<file path="src/hw/rtl/addressed_command_line_parser_assert.svh">
// ----------------------------------------------------------------------------
// addressed command line parser assertion macros
// clocked on clk, disabled while rst is high
// ----------------------------------------------------------------------------
`ifndef ADDRESSED_COMMAND_LINE_PARSER_ASSERT_SVH
`define ADDRESSED_COMMAND_LINE_PARSER_ASSERT_SVH

// same-cycle implication
`define ACL_ASSERT_IMPL(label, ante, cons) \
  label: assert property (@(posedge clk) disable iff (rst) (ante) |-> (cons)) \
    else $error("acl assertion failed");

// next-cycle implication
`define ACL_ASSERT_NEXT(label, ante, cons) \
  label: assert property (@(posedge clk) disable iff (rst) (ante) |=> (cons)) \
    else $error("acl assertion failed");

`endif

</file>
<file path="src/hw/rtl/acl_pkg.sv">
`timescale 1ns / 1ps
// ----------------------------------------------------------------------------
// acl_pkg
// shared widths, character codes, register indexes and the result record
// of the addressed command line parser
// ----------------------------------------------------------------------------
package acl_pkg;

  localparam int MAX_CMD_CHARS = 8;
  localparam int VALUE_BITS    = 32;

  localparam int CHAR_W        = 8;
  localparam int CMD_TEXT_W    = 64;
  localparam int CMD_LEN_W     = 4;
  localparam int FIELD_VALUE_W = 32;
  localparam int FIELD_INDEX_W = 8;
  localparam int CFG_DATA_W    = 8;
  localparam int CFG_INDEX_W   = 1;

  localparam int WLEN_W = $clog2(MAX_CMD_CHARS + 1);
  localparam int WIDX_W = (MAX_CMD_CHARS > 1) ? $clog2(MAX_CMD_CHARS) : 1;

  localparam int DECIMAL_BASE = 10;

  localparam logic [CHAR_W-1:0] CHAR_ZERO       = 8'h30;
  localparam logic [CHAR_W-1:0] CHAR_NINE       = 8'h39;
  localparam logic [CHAR_W-1:0] UPPER_A         = 8'h41;
  localparam logic [CHAR_W-1:0] UPPER_Z         = 8'h5a;
  localparam logic [CHAR_W-1:0] LOWER_A         = 8'h61;
  localparam logic [CHAR_W-1:0] LOWER_Z         = 8'h7a;
  localparam logic [CHAR_W-1:0] CHAR_SPACE      = 8'h20;
  localparam logic [CHAR_W-1:0] CHAR_DEL        = 8'h7f;
  localparam logic [CHAR_W-1:0] SEPARATOR_RESET = 8'h2c;
  localparam logic [CHAR_W-1:0] UNIT_ID_RESET   = 8'h00;

  typedef enum logic [CFG_INDEX_W-1:0] {
    REG_UNIT_ID   = 1'b0,
    REG_SEPARATOR = 1'b1
  } cfg_reg_t;

  typedef struct packed {
    logic [CMD_TEXT_W-1:0]    command_text;
    logic [CMD_LEN_W-1:0]     command_length;
    logic                     command_overflow;
    logic [FIELD_VALUE_W-1:0] field_value;
    logic [FIELD_INDEX_W-1:0] field_index;
  } result_t;

endpackage

</file>
<file path="src/hw/rtl/acl_if.sv">
`timescale 1ns / 1ps
// ----------------------------------------------------------------------------
// acl_if
// valid/ready channels of the parser: received characters and commands
// ----------------------------------------------------------------------------
interface acl_char_if import acl_pkg::*; ();
  logic              valid;
  logic              ready;
  logic [CHAR_W-1:0] char_code;

  modport source (output valid, output char_code, input ready);
  modport sink   (input valid, input char_code, output ready);
endinterface

interface acl_cmd_if import acl_pkg::*; ();
  logic                     valid;
  logic                     ready;
  logic [CMD_TEXT_W-1:0]    command_text;
  logic [CMD_LEN_W-1:0]     command_length;
  logic                     command_overflow;
  logic [FIELD_VALUE_W-1:0] field_value;
  logic [FIELD_INDEX_W-1:0] field_index;

  modport source (output valid, output command_text, output command_length,
                  output command_overflow, output field_value, output field_index,
                  input ready);
  modport sink   (input valid, input command_text, input command_length,
                  input command_overflow, input field_value, input field_index,
                  output ready);
endinterface

</file>
<file path="src/hw/rtl/addressed_command_line_parser.sv">
`timescale 1ns / 1ps
// ----------------------------------------------------------------------------
// addressed_command_line_parser
// addressed line parser: header number must match unit_id, then letters form
// a command word and digits a field value, closed by separator or control
//
//   channel   dir   payload
//   chars     in    char_code
//   cmds      out   command_text, command_length, command_overflow,
//                   field_value, field_index
//   cfg       in    cfg_write_en, cfg_index, cfg_data (no read-back)
//
// one character per cycle while no closing character waits on the result register;
// a command reaches cmds through the input register, then the result register
// rst is synchronous; it clears the line state and loads unit_id 0, comma
// while a command waits on cmds, characters that close no field still pass;
// a character that closes a field waits in the input register for the result register
// ----------------------------------------------------------------------------
`include "addressed_command_line_parser_assert.svh"

module addressed_command_line_parser import acl_pkg::*; (
  input  logic                   clk,
  input  logic                   rst,
  input  logic                   cfg_write_en,
  input  logic [CFG_INDEX_W-1:0] cfg_index,
  input  logic [CFG_DATA_W-1:0]  cfg_data,
  acl_char_if.sink               chars,
  acl_cmd_if.source              cmds
);

  logic [CHAR_W-1:0] unit_id;
  logic [CHAR_W-1:0] separator_char;

  logic              stage_valid;
  logic [CHAR_W-1:0] stage_char;
  logic              emit;
  logic              can_take;
  logic              advance;
  result_t           result;

  always_ff @(posedge clk) begin
    if (rst) begin
      unit_id        <= UNIT_ID_RESET;
      separator_char <= SEPARATOR_RESET;
    end else if (cfg_write_en) begin
      case (cfg_reg_t'(cfg_index))
        REG_UNIT_ID:   unit_id        <= cfg_data;
        REG_SEPARATOR: separator_char <= cfg_data;
        default: ;
      endcase
    end
  end

  assign advance     = stage_valid && (!emit || can_take);
  assign chars.ready = !stage_valid || advance;

  always_ff @(posedge clk) begin
    if (rst) begin
      stage_valid <= 1'b0;
    end else if (chars.valid && chars.ready) begin
      stage_valid <= 1'b1;
    end else if (advance) begin
      stage_valid <= 1'b0;
    end
  end

  always_ff @(posedge clk) begin
    if (chars.valid && chars.ready) begin
      stage_char <= chars.char_code;
    end
  end

  acl_parse_core u_core (
    .clk            (clk),
    .rst            (rst),
    .fire           (advance),
    .char_code      (stage_char),
    .unit_id        (unit_id),
    .separator_char (separator_char),
    .emit           (emit),
    .result         (result)
  );

  acl_result_reg u_result (
    .clk      (clk),
    .rst      (rst),
    .load     (advance && emit),
    .result   (result),
    .can_take (can_take),
    .cmds     (cmds)
  );

  `ACL_ASSERT_NEXT(a_emit_shows, advance && emit, cmds.valid)
  `ACL_ASSERT_NEXT(a_stage_holds, stage_valid && emit && !can_take,
                   stage_valid && $stable(stage_char))
  `ACL_ASSERT_IMPL(a_no_overrun, stage_valid && emit && cmds.valid && !cmds.ready,
                   !advance)

endmodule

</file>
<file path="src/hw/rtl/acl_parse_core.sv">
`timescale 1ns / 1ps
// ----------------------------------------------------------------------------
// acl_parse_core
// line state and one-character update: header match, digit accumulation,
// command word capture and field close
// ----------------------------------------------------------------------------
`include "addressed_command_line_parser_assert.svh"

module acl_parse_core import acl_pkg::*; (
  input  logic              clk,
  input  logic              rst,
  input  logic              fire,
  input  logic [CHAR_W-1:0] char_code,
  input  logic [CHAR_W-1:0] unit_id,
  input  logic [CHAR_W-1:0] separator_char,
  output logic              emit,
  output result_t           result
);

  logic                     waiting;
  logic [FIELD_INDEX_W-1:0] dcount;
  logic [VALUE_BITS-1:0]    acc;
  logic [WLEN_W-1:0]        wlen;
  logic                     wovf;
  logic [CHAR_W-1:0]        word [MAX_CMD_CHARS];

  logic                     waiting_next;
  logic [FIELD_INDEX_W-1:0] dcount_next;
  logic [VALUE_BITS-1:0]    acc_next;
  logic [WLEN_W-1:0]        wlen_next;
  logic                     wovf_next;
  logic                     word_we;

  logic                  is_digit;
  logic                  is_letter;
  logic                  is_control;
  logic                  is_sep;
  logic                  head_match;
  logic [VALUE_BITS-1:0] acc_digit;
  logic [CMD_TEXT_W-1:0] text;

  assign is_digit   = char_code inside {[CHAR_ZERO:CHAR_NINE]};
  assign is_letter  = char_code inside {[UPPER_A:UPPER_Z], [LOWER_A:LOWER_Z]};
  assign is_control = (char_code < CHAR_SPACE) || (char_code == CHAR_DEL);
  assign is_sep     = (char_code == separator_char);
  assign head_match = (acc == VALUE_BITS'(unit_id));
  assign acc_digit  = VALUE_BITS'(acc * VALUE_BITS'(DECIMAL_BASE))
                      + VALUE_BITS'(char_code[3:0]);

  always_comb begin
    waiting_next = waiting;
    dcount_next  = dcount;
    acc_next     = acc;
    wlen_next    = wlen;
    wovf_next    = wovf;
    word_we      = 1'b0;
    emit         = 1'b0;
    if (waiting && (dcount == '0)) begin
      if (is_digit) begin
        acc_next = acc_digit;
      end else if (is_sep && head_match) begin
        waiting_next = 1'b0;
        acc_next     = '0;
        wlen_next    = '0;
        wovf_next    = 1'b0;
      end
    end else if (!waiting) begin
      if (is_digit) begin
        acc_next = acc_digit;
      end else if (is_letter) begin
        if (wlen < WLEN_W'(MAX_CMD_CHARS)) begin
          word_we   = 1'b1;
          wlen_next = wlen + WLEN_W'(1);
        end else begin
          wovf_next = 1'b1;
        end
      end else if (is_sep || is_control) begin
        emit     = (wlen != '0);
        acc_next = '0;
      end
    end
    if (is_sep) begin
      dcount_next = dcount + FIELD_INDEX_W'(1);
    end
    if (is_control) begin
      acc_next     = '0;
      wlen_next    = '0;
      wovf_next    = 1'b0;
      waiting_next = 1'b1;
      dcount_next  = '0;
    end
  end

  // bytes past the word length read as zero
  always_comb begin
    text = '0;
    for (int i = 0; i < MAX_CMD_CHARS; i++) begin
      if (WLEN_W'(i) < wlen) begin
        text[8*i +: 8] = word[i];
      end
    end
  end

  assign result.command_text     = text;
  assign result.command_length   = CMD_LEN_W'(wlen);
  assign result.command_overflow = wovf;
  assign result.field_value      = FIELD_VALUE_W'(acc);
  assign result.field_index      = dcount - FIELD_INDEX_W'(1);

  always_ff @(posedge clk) begin
    if (rst) begin
      waiting <= 1'b1;
      dcount  <= '0;
      acc     <= '0;
      wlen    <= '0;
      wovf    <= 1'b0;
    end else if (fire) begin
      waiting <= waiting_next;
      dcount  <= dcount_next;
      acc     <= acc_next;
      wlen    <= wlen_next;
      wovf    <= wovf_next;
    end
  end

  always_ff @(posedge clk) begin
    if (fire && word_we) begin
      word[wlen[WIDX_W-1:0]] <= char_code;
    end
  end

  `ACL_ASSERT_IMPL(a_word_cap, 1'b1, wlen <= WLEN_W'(MAX_CMD_CHARS))
  `ACL_ASSERT_NEXT(a_ctrl_clears, fire && is_control, waiting && dcount == '0 && wlen == '0)
  `ACL_ASSERT_NEXT(a_ovf_full, fire && !is_control && wovf_next && !wovf,
                   wlen == WLEN_W'(MAX_CMD_CHARS))

endmodule

</file>
<file path="src/hw/rtl/acl_result_reg.sv">
`timescale 1ns / 1ps
// ----------------------------------------------------------------------------
// acl_result_reg
// result register driving the command channel
// ----------------------------------------------------------------------------
module acl_result_reg import acl_pkg::*; (
  input  logic     clk,
  input  logic     rst,
  input  logic     load,
  input  result_t  result,
  output logic     can_take,
  acl_cmd_if.source cmds
);

  logic    valid;
  result_t data;

  assign can_take = !valid || cmds.ready;

  always_ff @(posedge clk) begin
    if (rst) begin
      valid <= 1'b0;
    end else if (load) begin
      valid <= 1'b1;
    end else if (cmds.ready) begin
      valid <= 1'b0;
    end
  end

  always_ff @(posedge clk) begin
    if (load) begin
      data <= result;
    end
  end

  assign cmds.valid            = valid;
  assign cmds.command_text     = data.command_text;
  assign cmds.command_length   = data.command_length;
  assign cmds.command_overflow = data.command_overflow;
  assign cmds.field_value      = data.field_value;
  assign cmds.field_index      = data.field_index;

endmodule
</file>
<file path="src/flat_wrapper.sv">
// flat-port wrapper written by rule: the top's interface ports become plain ports
module addressed_command_line_parser_flat import acl_pkg::*;
  (clk, rst, cfg_write_en, cfg_index, cfg_data, chars_valid, chars_char_code, chars_ready, cmds_valid, cmds_command_text, cmds_command_length, cmds_command_overflow, cmds_field_value, cmds_field_index, cmds_ready);
  acl_char_if chars_i ();
  acl_cmd_if cmds_i ();
  input  logic clk;
  input  logic rst;
  input  logic cfg_write_en;
  input  logic [CFG_INDEX_W-1:0] cfg_index;
  input  logic [CFG_DATA_W-1:0] cfg_data;
  input wire logic [$bits(chars_i.valid)-1:0] chars_valid;
  input wire logic [$bits(chars_i.char_code)-1:0] chars_char_code;
  output wire logic [$bits(chars_i.ready)-1:0] chars_ready;
  output wire logic [$bits(cmds_i.valid)-1:0] cmds_valid;
  output wire logic [$bits(cmds_i.command_text)-1:0] cmds_command_text;
  output wire logic [$bits(cmds_i.command_length)-1:0] cmds_command_length;
  output wire logic [$bits(cmds_i.command_overflow)-1:0] cmds_command_overflow;
  output wire logic [$bits(cmds_i.field_value)-1:0] cmds_field_value;
  output wire logic [$bits(cmds_i.field_index)-1:0] cmds_field_index;
  input wire logic [$bits(cmds_i.ready)-1:0] cmds_ready;
  assign chars_i.valid = chars_valid;
  assign chars_i.char_code = chars_char_code;
  assign chars_ready = chars_i.ready;
  assign cmds_valid = cmds_i.valid;
  assign cmds_command_text = cmds_i.command_text;
  assign cmds_command_length = cmds_i.command_length;
  assign cmds_command_overflow = cmds_i.command_overflow;
  assign cmds_field_value = cmds_i.field_value;
  assign cmds_field_index = cmds_i.field_index;
  assign cmds_i.ready = cmds_ready;
  addressed_command_line_parser u_core (.clk(clk), .rst(rst), .cfg_write_en(cfg_write_en), .cfg_index(cfg_index), .cfg_data(cfg_data), .chars(chars_i), .cmds(cmds_i));
endmodule
</file>
<file path="config.mk">
export PLATFORM = sky130hd
export DESIGN_NAME = addressed_command_line_parser_flat
export DESIGN_NICKNAME = d
export VERILOG_FILES = /design/src/hw/rtl/acl_pkg.sv /design/src/hw/rtl/acl_if.sv /design/src/hw/rtl/addressed_command_line_parser.sv /design/src/hw/rtl/acl_parse_core.sv /design/src/hw/rtl/acl_result_reg.sv /design/src/flat_wrapper.sv
export VERILOG_INCLUDE_DIRS = /design/src /design/src/hw/rtl
export SDC_FILE = /design/constraint.sdc
export NUM_CORES = 1
export LEC_CHECK = 0
export ABC_AREA = 1
export BUFFER_PORTS_ARGS = -buffer_cell sky130_fd_sc_hd__buf_2
export CELL_PAD_IN_SITES_DETAIL_PLACEMENT = 0
export CELL_PAD_IN_SITES_GLOBAL_PLACEMENT = 2
export CORE_ASPECT_RATIO = 0.7
export CORE_MARGIN = 3
export CORE_UTILIZATION = 33
export DETAILED_ROUTE_END_ITERATION = 16
export MAX_ROUTING_LAYER = met4
export PLACE_DENSITY_LB_ADDON = 0.1
export SKIP_CTS_REPAIR_TIMING = 1
export SYNTH_ARGS = -nofsm -noshare
export SYNTH_HDL_FRONTEND = slang
export SYNTH_SLANG_ARGS = --single-unit
</file>
<file path="constraint.sdc">
create_clock -name clk -period 6.5 [get_ports clk]
set_clock_uncertainty 0.1 [all_clocks]
set_input_delay 0 -clock clk [delete_from_list [all_inputs] [get_ports clk]]
set_output_delay 0 -clock clk [all_outputs]
set_load 0.05 [all_outputs]
</file>
Word-level counts from Yosys, hierarchy flattened
Memories as Yosys holds them, arrays and structs flattened. A register that Yosys moved wholly into a read port is not among the register bits.
Index checks and enable logic that the tools add are counted.

word-level totals
  RAM bits = 64
  memories kept = 1
  logic and storage cells = 133
  bits of input ports = 22
  bits in registers = 117
  output and inout port bits = 111

cells by class
  $mul = 1
  magnitude comparators = 16
  reductions and logical operators = 43
  equality and inequality tests = 9
  bitwise logic cells = 1
  muxes and demuxes = 44
  $add $sub $neg = 4

memory list
  name                depth  bits a word  read ports  clocked after Yosys merged registers in  write ports  RTL line              source
  u_core.u_core.word  8      8            8           8                                        1            acl_parse_core.sv:25  logic [CHAR_W-1:0] word [MAX_CMD_CHARS];

operator list
  operator                                                        count
  2-to-1 mux 32 bit                                               8
  adder 32 x 4 -> 32 bit                                          1
  == test 32 x 8 -> 1 bit                                         1
  multiplier 32 x 3 -> 31 bit, second input constant              1
  2-to-1 mux 4 bit                                                8
  2-to-1 mux 1 bit                                                26
  >= comparator 8 x 7 -> 1 bit, second input constant             2
  less-or-equal comparator 8 x 7 -> 1 bit, second input constant  2
  less-than comparator 3 x 4 -> 1 bit, first input constant       4
  2-to-1 mux 8 bit                                                2
  AND reduction 6 bit                                             2
  nonzero test 2 bit                                              6
  zero test 1 bit                                                 11
  logical AND 1 bit                                               9
  adder 8 x 1 -> 8 bit, second input constant                     1
  == test 8 x 7 -> 1 bit, second input constant                   1
  == test 8 bit                                                   1
  >= comparator 8 x 6 -> 1 bit, second input constant             1
  less-or-equal comparator 8 x 6 -> 1 bit, second input constant  1
  zero test 8 bit                                                 1
  less-than comparator 1 x 4 -> 1 bit, first input constant       2
  less-than comparator 2 x 4 -> 1 bit, first input constant       2
  less-than comparator 8 x 6 -> 1 bit, second input constant      1
  nonzero test 4 bit                                              2
  other kinds (15)                                                22

Depth between registers and ports, before layout
Gate-level depths: netlist of run 1.

  depth in word-level cells = 14
  mapped depth = 21
  mapped depth without buffers = 21

Hierarchy
A second synthesis of run 1 with hierarchy kept.

unflattened totals
  cell total of the unflattened synthesis = 1,412
  area, all modules = 12,502.0 µm²

by module, submodules not included
  module                         cells an instance  area each (µm²)  sequential area each (µm²)  times used
  acl_parse_core                 1,192              8,246.7          2,842.7                     1
  acl_result_reg                 114                3,315.7          3,293.2                     1
  addressed_command_line_parser  106                939.7            580.6                       1

Least setup slack after synthesis of run 1
No wires, ideal clock.

  kind = register to register
  start point = register u_core.stage_char[2]
  end point = register u_core.u_result.data (netlist bit u_core.u_result.cmds.command_length[0]), enable pin
  data arrival time = 5.872 ns
  library setup time = 0.579 ns
  buffers on the path = 0
  path slack = -0.051 ns
  cell stages (with the launch flop) = 8
  clock period less this slack = 6.551 ns
  required time = 5.821 ns
  cells stage by stage = edfxtp_1 -> nand2_1 -> nand2_1 -> nor3_1 -> nor3_1 -> nand4_1 -> nand2_1 -> nor2_1

between the ends
  longest elaborated chain between the ends = 12
  elaborated cells on any way between the ends = 24
  those cells by class = 7 x order compare; 2 x eq/ne; 5 x mux; 10 x reduce/logical

ends and longest elaborated chain
  item                                                                                  RTL line                             source
  start: declaration                                                                    addressed_command_line_parser.sv:35  logic [CHAR_W-1:0] stage_char;
  start signal: assignment                                                              addressed_command_line_parser.sv:69  stage_char <= chars.char_code;
  less-than comparator 8 x 6 -> 1 bit / == test 8 x 7 -> 1 bit (equally long branches)  acl_parse_core.sv:44                 assign is_control = (char_code < CHAR_SPACE) || (char_code == CHAR_DEL);
  logical OR 1 bit                                                                      acl_parse_core.sv:44
  logical OR 1 bit                                                                      acl_parse_core.sv:77                 end else if (is_sep || is_control) begin
  2-to-1 mux 1 bit                                                                      acl_parse_core.sv:77
  2-to-1 mux 1 bit                                                                      acl_parse_core.sv:70                 end else if (is_letter) begin
  2-to-1 mux 1 bit *                                                                    acl_parse_core.sv:68                 if (is_digit) begin
  2-to-1 mux 1 bit *                                                                    acl_parse_core.sv:67                 end else if (!waiting) begin
  2-to-1 mux 1 bit *                                                                    acl_parse_core.sv:58                 if (waiting && (dcount == '0)) begin
  zero test 1 bit                                                                       addressed_command_line_parser.sv:54  assign advance = stage_valid && (!emit || can_take);
  logical OR 1 bit                                                                      addressed_command_line_parser.sv:54
  logical AND 1 bit                                                                     addressed_command_line_parser.sv:54
  logical AND 1 bit *                                                                   addressed_command_line_parser.sv:87  .load (advance && emit),
  net u_core.u_result.load                                                              acl_result_reg.sv:9                  input logic load,
  end signal: assignment                                                                acl_result_reg.sv:32                 data <= result;
  end: declaration                                                                      acl_result_reg.sv:16                 result_t data;

The timed path passes the listed nets; every way through them passes the cells marked *.
A chain may end at the register's enable or synchronous reset.

Final worst setup path of run 1
  start point = register u_core.stage_char[5]
  end point = register u_core.u_result.data (netlist bit u_core.u_result.cmds.field_value[4]), enable pin

The elaborated chain is that of the path after synthesis.

==> summary.md, run 1 <==
| Metric | Value |
|---|---|
| Router iterations before antenna repair | `5` |
| Dpl ws | `2.85 ns` |
| Endpoint class of the critical path | `flop` |
| Vias per Instance | `4.59` |
| First-pass GRT wire length | `~55 mm` |
| Io pins | `between 100 and 150` |
| Die Y-Extent | `167 um` |
| Number of port buffers | `approximately 130` |
| Crit path DAT | `3.65 ns` |
| Critical Path Start Type | `flop` |
| Cell taking the most area after synthesis | `edfxtp_1` |
| Total Routing Usage GR | `18.5%` |
| Clock sinks | `245` |
| Post-layout util | `40.2%` |
| Core area | `0.0363 mm2` |
| DIE AREA | `0.0396 mm2` |
| Unique masters post-synth | `a little over 40` |
| Synthesized area | `0.0123 mm2` |
| Final non-filler cell area | `between 0.01 and 0.015 mm2` |
| Filler cell count in the final layout | `3,680` |
| Grt total ovfl | `0` |
| Largest net degree at the start of global routing | `between 80 and 90` |
| Ys Warns | `0` |
| Commonest non-fill, non-tap cell in the layout | `nand2_1` |
| Slew @ Worst Pin | `slightly below 1 ns` |
| Starting DRT DRC Count | `around 650` |
| Num rows | `a little under 60` |
| Endpoints failing setup | `0` |
| Number of antenna violations at the first check in global routing | `1` |
| Most frequent cells in the layout | `319 x nand2_1, 206 x inv_1, 181 x edfxtp_1` |
| CP startpoint | `u_core.stage_char[5]` |
| Post-Synth XOR/XNOR Area | `2.00%` |
| Area Overhead vs Synth | `18.7%` |
| Status | `completed` |
| Design Power | `3.18 mW` |
| Average size of a mapped cell | `9.06 um2` |
| RSZ-0062 raised after global routing | `no` |
| Post-DR wirelength/cell | `17.8 um` |
| CP Data Required Time | `6.55 ns` |
| Async S/R FF share, synth | `0%` |
| Vias post-DR | `9,309` |
| FMAX | `278 MHz` |
| Vias in the first global route | `roughly 8.8k` |
| Final Hold Fails | `0` |
| Clk buf depth | `3` |
| Multiplexer share of the synthesized area | `0%` |
| Nets@finish | `around 1.6k` |
| CTS tree | `yes` |
| Max Cap Violations | `0` |
| CTS Buf Count | `24` |
| Share of cells above drive strength 1 | `15.0%` |
| WS Path Type | `reg2reg` |
| Mapped Cells | `1,355` |
| Worst setup margin | `slightly below 3 ns` |
| RD Place Congestion | `0.851` |
| Pleak | `6.63 nW` |
| Routed WL | `36.0 mm` |
| DRC viols | `0` |
| HP Class | `in2reg` |
| Synth top area cells | `edfxtp_1 44%, dfxtp_1 10%, nand2_1 9.8%, ha_1 6.5%, inv_1 6.3%` |
| Tcrit/Tclk final | `55.4%` |
| Compound-gate portion of the synthesized area | `4.98%` |
| Yosys reg bits | `245` |
| Placed Area | `0.0135 mm2` |
| Reg2reg start | `u_core.stage_char[5]` |
| Max IR drop VDD | `173 uV` |
| Clock Tree Root | `clkbuf_16` |
| Power Density | `~220 mW/mm2` |
| Maximum level of the CTS H-tree | `1` |
| Hold Crit Start | `rst` |
| Die Wd | `~240 um` |
| Critical path peak fanout | `86` |
| Setup TNS | `0 ns` |
| Post-synthesis simple-gate area fraction | `24.3%` |
| Post-DRT Antenna Nets | `0` |
| Sequential area share after synthesis | `54.7%` |
| Post-synth EDFFs | `181` |
| Starting Density | `33.8%` |
| Primary FF master, synth | `edfxtp_1` |
| DP HPWL | `27.4 mm` |
| Worst-path clk slew | `0.07 ns` |
| Post-Synth Adder-Cell Area | `6.85%` |
| Pins Over Slew Limit | `0` |
| Later-pin clock latency in the skew report | `0.52 ns` |
| Largest family of logic cells by synthesized area | `simple AND/OR/NAND/NOR gates` |
| Total nets after synthesis | `approximately 1.4k` |
| Min Clock Period, post-route | `3.60 ns` |
| Antenna Cells | `0` |
| Slew headroom | `35.7%` |
| Synth top area share | `~44%` |
[area by class of cell]
cell class                 instances  area (um2)  area share (%)
timing repair buffer             163         976            6.70
tap                              480         601            4.12
multi-input combinational        880        4680            32.1
clock buffer                      29         651            4.46
clock inverter                    14         133           0.910
inverter                         217         816            5.60
sequential                       245        6720            46.1
[path summary, 6_finish.rpt]
| check | endpoint | slack, ns | depth (start not counted) |
|---|---|---|---|
| min reg2reg | u_core.u_result.cmds.field_value[31] | 0.37 | 0 |
| max | u_core.u_result.cmds.field_value[4] | 2.90 | 7 |
| max reg2reg | u_core.u_result.cmds.field_value[4] | 2.90 | 7 |
| min | u_core.u_core.wlen[3] | 0.03 | 2 |
[report_power, final]
group	switching (mW)	internal, mW	leakage, nW
clock network	0.597	0.797	0.384
logic	0.0491	0.0346	4.01
registers	0.0217	1.68	2.23
total	0.667	2.51	6.63
[cells in the mapped netlist (2+ instances only)]
cell type / n
nand2_1: 319
inv_1: 206
edfxtp_1: 181
nor2_1: 163
nand3_1: 91
a21oi_1: 74
dfxtp_1: 64
ha_1: 64
o21ai_0: 32
nand4_1: 21
nand2_2: 20
nor3_1: 17
xor2_1: 17
inv_2: 9
nor2_2: 9
nor4_1: 8
clkbuf_1: 6
xnor2_1: 6
buf_2: 5
nand3_2: 5
nand3b_1: 5
nor2_4: 5
a211oi_1: 3
a31oi_1: 3
nand2_4: 3
fa_1: 2
nand3_4: 2
nor2_8: 2
[logic make-up (layout without fill, tap and decap cells)]
family / Yosys count / count (layout)
buffers and inverters: 230 / 423
adders and majority gates: 66 / 66
xor gates and xnor gates: 25 / 25
AOI/OAI and AO/OA: 117 / 117
and+or+nand+nor: 672 / 672
DFF: 245 / 245
[flip-flops by register name, summed over array words and instances, names as in the netlist]
register and cells:
u_core.stage_char 8, u_core.stage_valid 1, u_core.u_result.cmds.field_index 8, u_core.u_result.cmds.valid 1, u_core.u_core.acc 32, u_core.u_core.wovf 1, u_core.u_core.waiting 1, u_core.u_result.cmds.command_length 4
u_core.u_core.word 64, u_core.u_result.cmds.command_text 64, u_core.unit_id 8, u_core.u_result.cmds.command_overflow 1, u_core.u_core.wlen 4, u_core.separator_char 8, u_core.u_result.cmds.field_value 32, u_core.u_core.dcount 8
[routing by layer]
layer | vias to the layer above | global-route usage (%) | share of wire, %
met3 | 38 | 2.24 | 4.5
met2 | 190 | 24.3 | 38
met1 | 4288 | 30.5 | 56
met4 | 0 | 2.60 | 1.4
li1 | 4793 | - | -
met5 | - | - | 0
[metrics by stage]
stage | cells | hold WS, ns
floorplan | 1355 | -0.00113
global placement | 1957 | 0.0767
detailed placement | 1957 | 0.0785
CTS | 2000 | -0.478
global route | 2028 | 0.0626
finish | 2028 | 0.0268
[worst max-delay path, cell delays in order, from the launching register on]
cell and delay, ns:
edfxtp_1 0.77, nand2_1 0.14, nor3_1 0.50, nor3_1 0.15, nand4_1 0.12, nand2_1 0.20
nor2_4 0.67, buf_12 0.44
No activity file was read; power rests on OpenSTA's default activity.
==> run 2: changes to the inputs <==
clock period = 3.15 ns   (was 6.5 ns; I/O delays follow)
==> run 2 against run 1 <==
  * Register-to-register slack lost 2.8 ns
  * Die area unchanged
  * Utilization rose by 4.5 points
==> summary.md, run 2 (synthesis results as in run 1) <==
| Metric | Value |
|---|---|
| Filler cell count in the final layout | `3,608` |
| Comb power frac | `3.4%` |
| Max Cap Violations | `0` |
| Io pins | `133` |
| CTS Buf Count | `26` |
| Vias in the first global route | `around 9.5k` |
| Critical path peak fanout | `5` |
| Worst Hold Depth | `2` |
| Grt total ovfl | `0` |
| Starting Density | `about 34%` |
| Crit path DAT | `about 3.4 ns` |
| Pleak | `7.43 nW` |
| Post-DR wirelength/cell | `17.8 um` |
| Vias per Instance | `4.63` |
| Maximum level of the CTS H-tree | `1` |
| Die Wd | `237 um` |
| WHS Endpoint | `u_core.stage_char[3]` |
| GR Layer Usage met3 | `2.78%` |
| WS Path Type | `reg2reg` |
| Final Hold Fails | `0` |
| Antenna Cells | `0` |
| Met1 Use GR | `a little under a third` |
| Crit-path cells | `ha_1 -> ha_1 -> nand2_1 -> inv_1 -> nand2_1 -> nor3_1 -> nand2_2 -> nand2_1 -> nand2_1 -> nand2_1 -> nand2_1 -> buf_4 -> inv_1 -> nand3_1 -> nand2_1 -> nand3_1 -> a21oi_1` |
| Clock sinks | `245` |
| Switching share of power | `22.1%` |
| DRC viols | `0` |
| Number of antenna violations at the first check in global routing | `0` |
| Placed Area | `0.0146 mm2` |
| Vias post-DR | `~10k` |
| Num rows | `58` |
| Register-to-Register Setup Slack | `0.13 ns` |
| NetSw | `1.48 mW` |
| Status | `completed` |
| Total Routing Usage GR | `19.6%` |
| Power Density | `414 mW/mm2` |
| RD Place Congestion | `0.858` |
| CTS tree | `yes` |
| Worst flop-to-flop path endpoint | `u_core.u_core.acc[26]` |
| Router iterations before antenna repair | `5` |
| Largest net degree at the start of global routing | `48` |
| Met2 Use GR | `25.2%` |
| Grt peak-use layer | `met1` |
| WP buf/inv | `3` |
| RSZ-0062 raised after global routing | `yes` |
| DIE AREA | `~0.04 mm2` |
| Starting DRT DRC Count | `748` |
| Critical Path Start Type | `flop` |
| Most frequent cells in the layout | `302 x nand2_1, 203 x inv_1, 181 x edfxtp_1` |
| CP max stage delay | `0.40 ns` |
| Later-pin clock latency in the skew report | `0.54 ns` |
| Final non-filler cell area | `0.0162 mm2` |
| Pins Over Slew Limit | `0` |
| Nets@finish | `around 1.8k` |
| Register share of total power | `51.9%` |
| Worst-path clk slew | `0.06 ns` |
| Reg2reg start | `u_core.u_core.acc[21]` |
| Slew headroom | `37.4%` |
| Clock Tree Root | `clkbuf_16` |
| WHS | `0.111 ns` |
| CP Data Required Time | `about 3.5 ns` |
| Design Power | `6.70 mW` |
| DP HPWL | `roughly 29 mm` |
| Tcrit/Tclk final | `95.8%` |
| Share of cells above drive strength 1 | `roughly 28%` |
| First-pass GRT wire length | `slightly below 60 mm` |
| Endpoints failing setup | `0` |
| FMAX | `approximately 330 MHz` |
| Clk buf depth | `3` |
| Cell mode on critical path | `nand2_1` |
| HP Class | `in2reg` |
| Endpoint class of the critical path | `flop` |
| Max IR drop VDD | `just under 400 uV` |
| Routed WL | `38.6 mm` |
| CP max-delay cell | `dfxtp_4` |
| Clk pwr share | `44.6%` |
| Setup TNS | `0 ns` |
| Area Overhead vs Synth | `32.0%` |
| R2r worst-path depth | `17` |
| Slew @ Worst Pin | `between 0.9 and 1 ns` |
| Hold Crit Start | `chars_char_code[3]` |
| Die Y-Extent | `167 um` |
| Core area | `0.0363 mm2` |
| Min Clock Period, post-route | `3.02 ns` |
| Commonest non-fill, non-tap cell in the layout | `nand2_1` |
| CP delay by family, top | `simple AND/OR/NAND/NOR gates` |
| Number of port buffers | `between 100 and 150` |
| Internal power | `approximately 5.2 mW` |
| Post-DRT Antenna Nets | `0` |
[run 2: cell count changes in the layout (fill, tap and decap cells not counted), sizes merged]
cell         previous run  this run
clkinv                 12        13
dlygate4sd3            28        31
bufinv                  2         1
buf                   135       275
clkbuf                 29        31
inv                   216       217
[run 2: metrics by stage]
| step | setup slack [ns] | instances | util (%) |
|---|---|---|---|
| 3_5_place_dp | -0.231 | 2088 | 40.1 |
| 3_3_place_gp | -0.280 | 2088 | 40.1 |
| 4_1_cts | -0.248 | 2134 | 42.4 |
| 5_1_grt | -0.0333 | 2174 | 44.7 |
| 6_report | 0.132 | 2174 | 44.7 |
| 2_1_floorplan | -0.262 | 1355 | - |
[run 2: area by class of cell]
type / count / area [um2] / area share [%]
multi-input combinational: 880 / 5120 / 31.6
clock buffer: 31 / 701 / 4.32
inverter: 217 / 816 / 5.03
sequential: 245 / 6750 / 41.6
tap: 480 / 601 / 3.71
timing repair buffer: 306 / 2110 / 13.0
clock inverter: 15 / 114 / 0.703
[run 2: metal layers]
metal	wire [um]	vias to the layer above
met3	1780	49
met5	0	-
met4	865	0
met2	14700	234
li1	-	5084
met1	21300	4706
[run 2: worst max-delay path by stage]
stage	start	endpoint	slack, ns	cells past startpoint
after floorplan	u_core.stage_char[2]	u_core.u_result.cmds.command_length[0]	-0.26	9
after global routing	u_core.u_core.acc[3]	u_core.u_core.acc[24]	-0.03	17
after detailed placement	u_core.u_core.acc[21]	u_core.u_core.acc[28]	-0.23	17
after CTS	u_core.u_core.acc[21]	u_core.u_core.acc[28]	-0.25	17
final	u_core.u_core.acc[21]	u_core.u_core.acc[26]	0.13	17
after global placement	u_core.u_core.acc[21]	u_core.u_core.acc[28]	-0.28	17
[run 2: power groups by stage]
| stage | sequential (mW) | clock [mW] | combinational (mW) |
|---|---|---|---|
| after detailed placement | 3.55 | 0 | 0.196 |
| after CTS | 3.48 | 3.05 | 0.197 |
| final | 3.48 | 2.99 | 0.231 |
| after global routing | 3.48 | 3.19 | 0.254 |
| after global placement | 3.55 | 0 | 0.197 |
| after floorplan | 3.55 | 0 | 0.0961 |
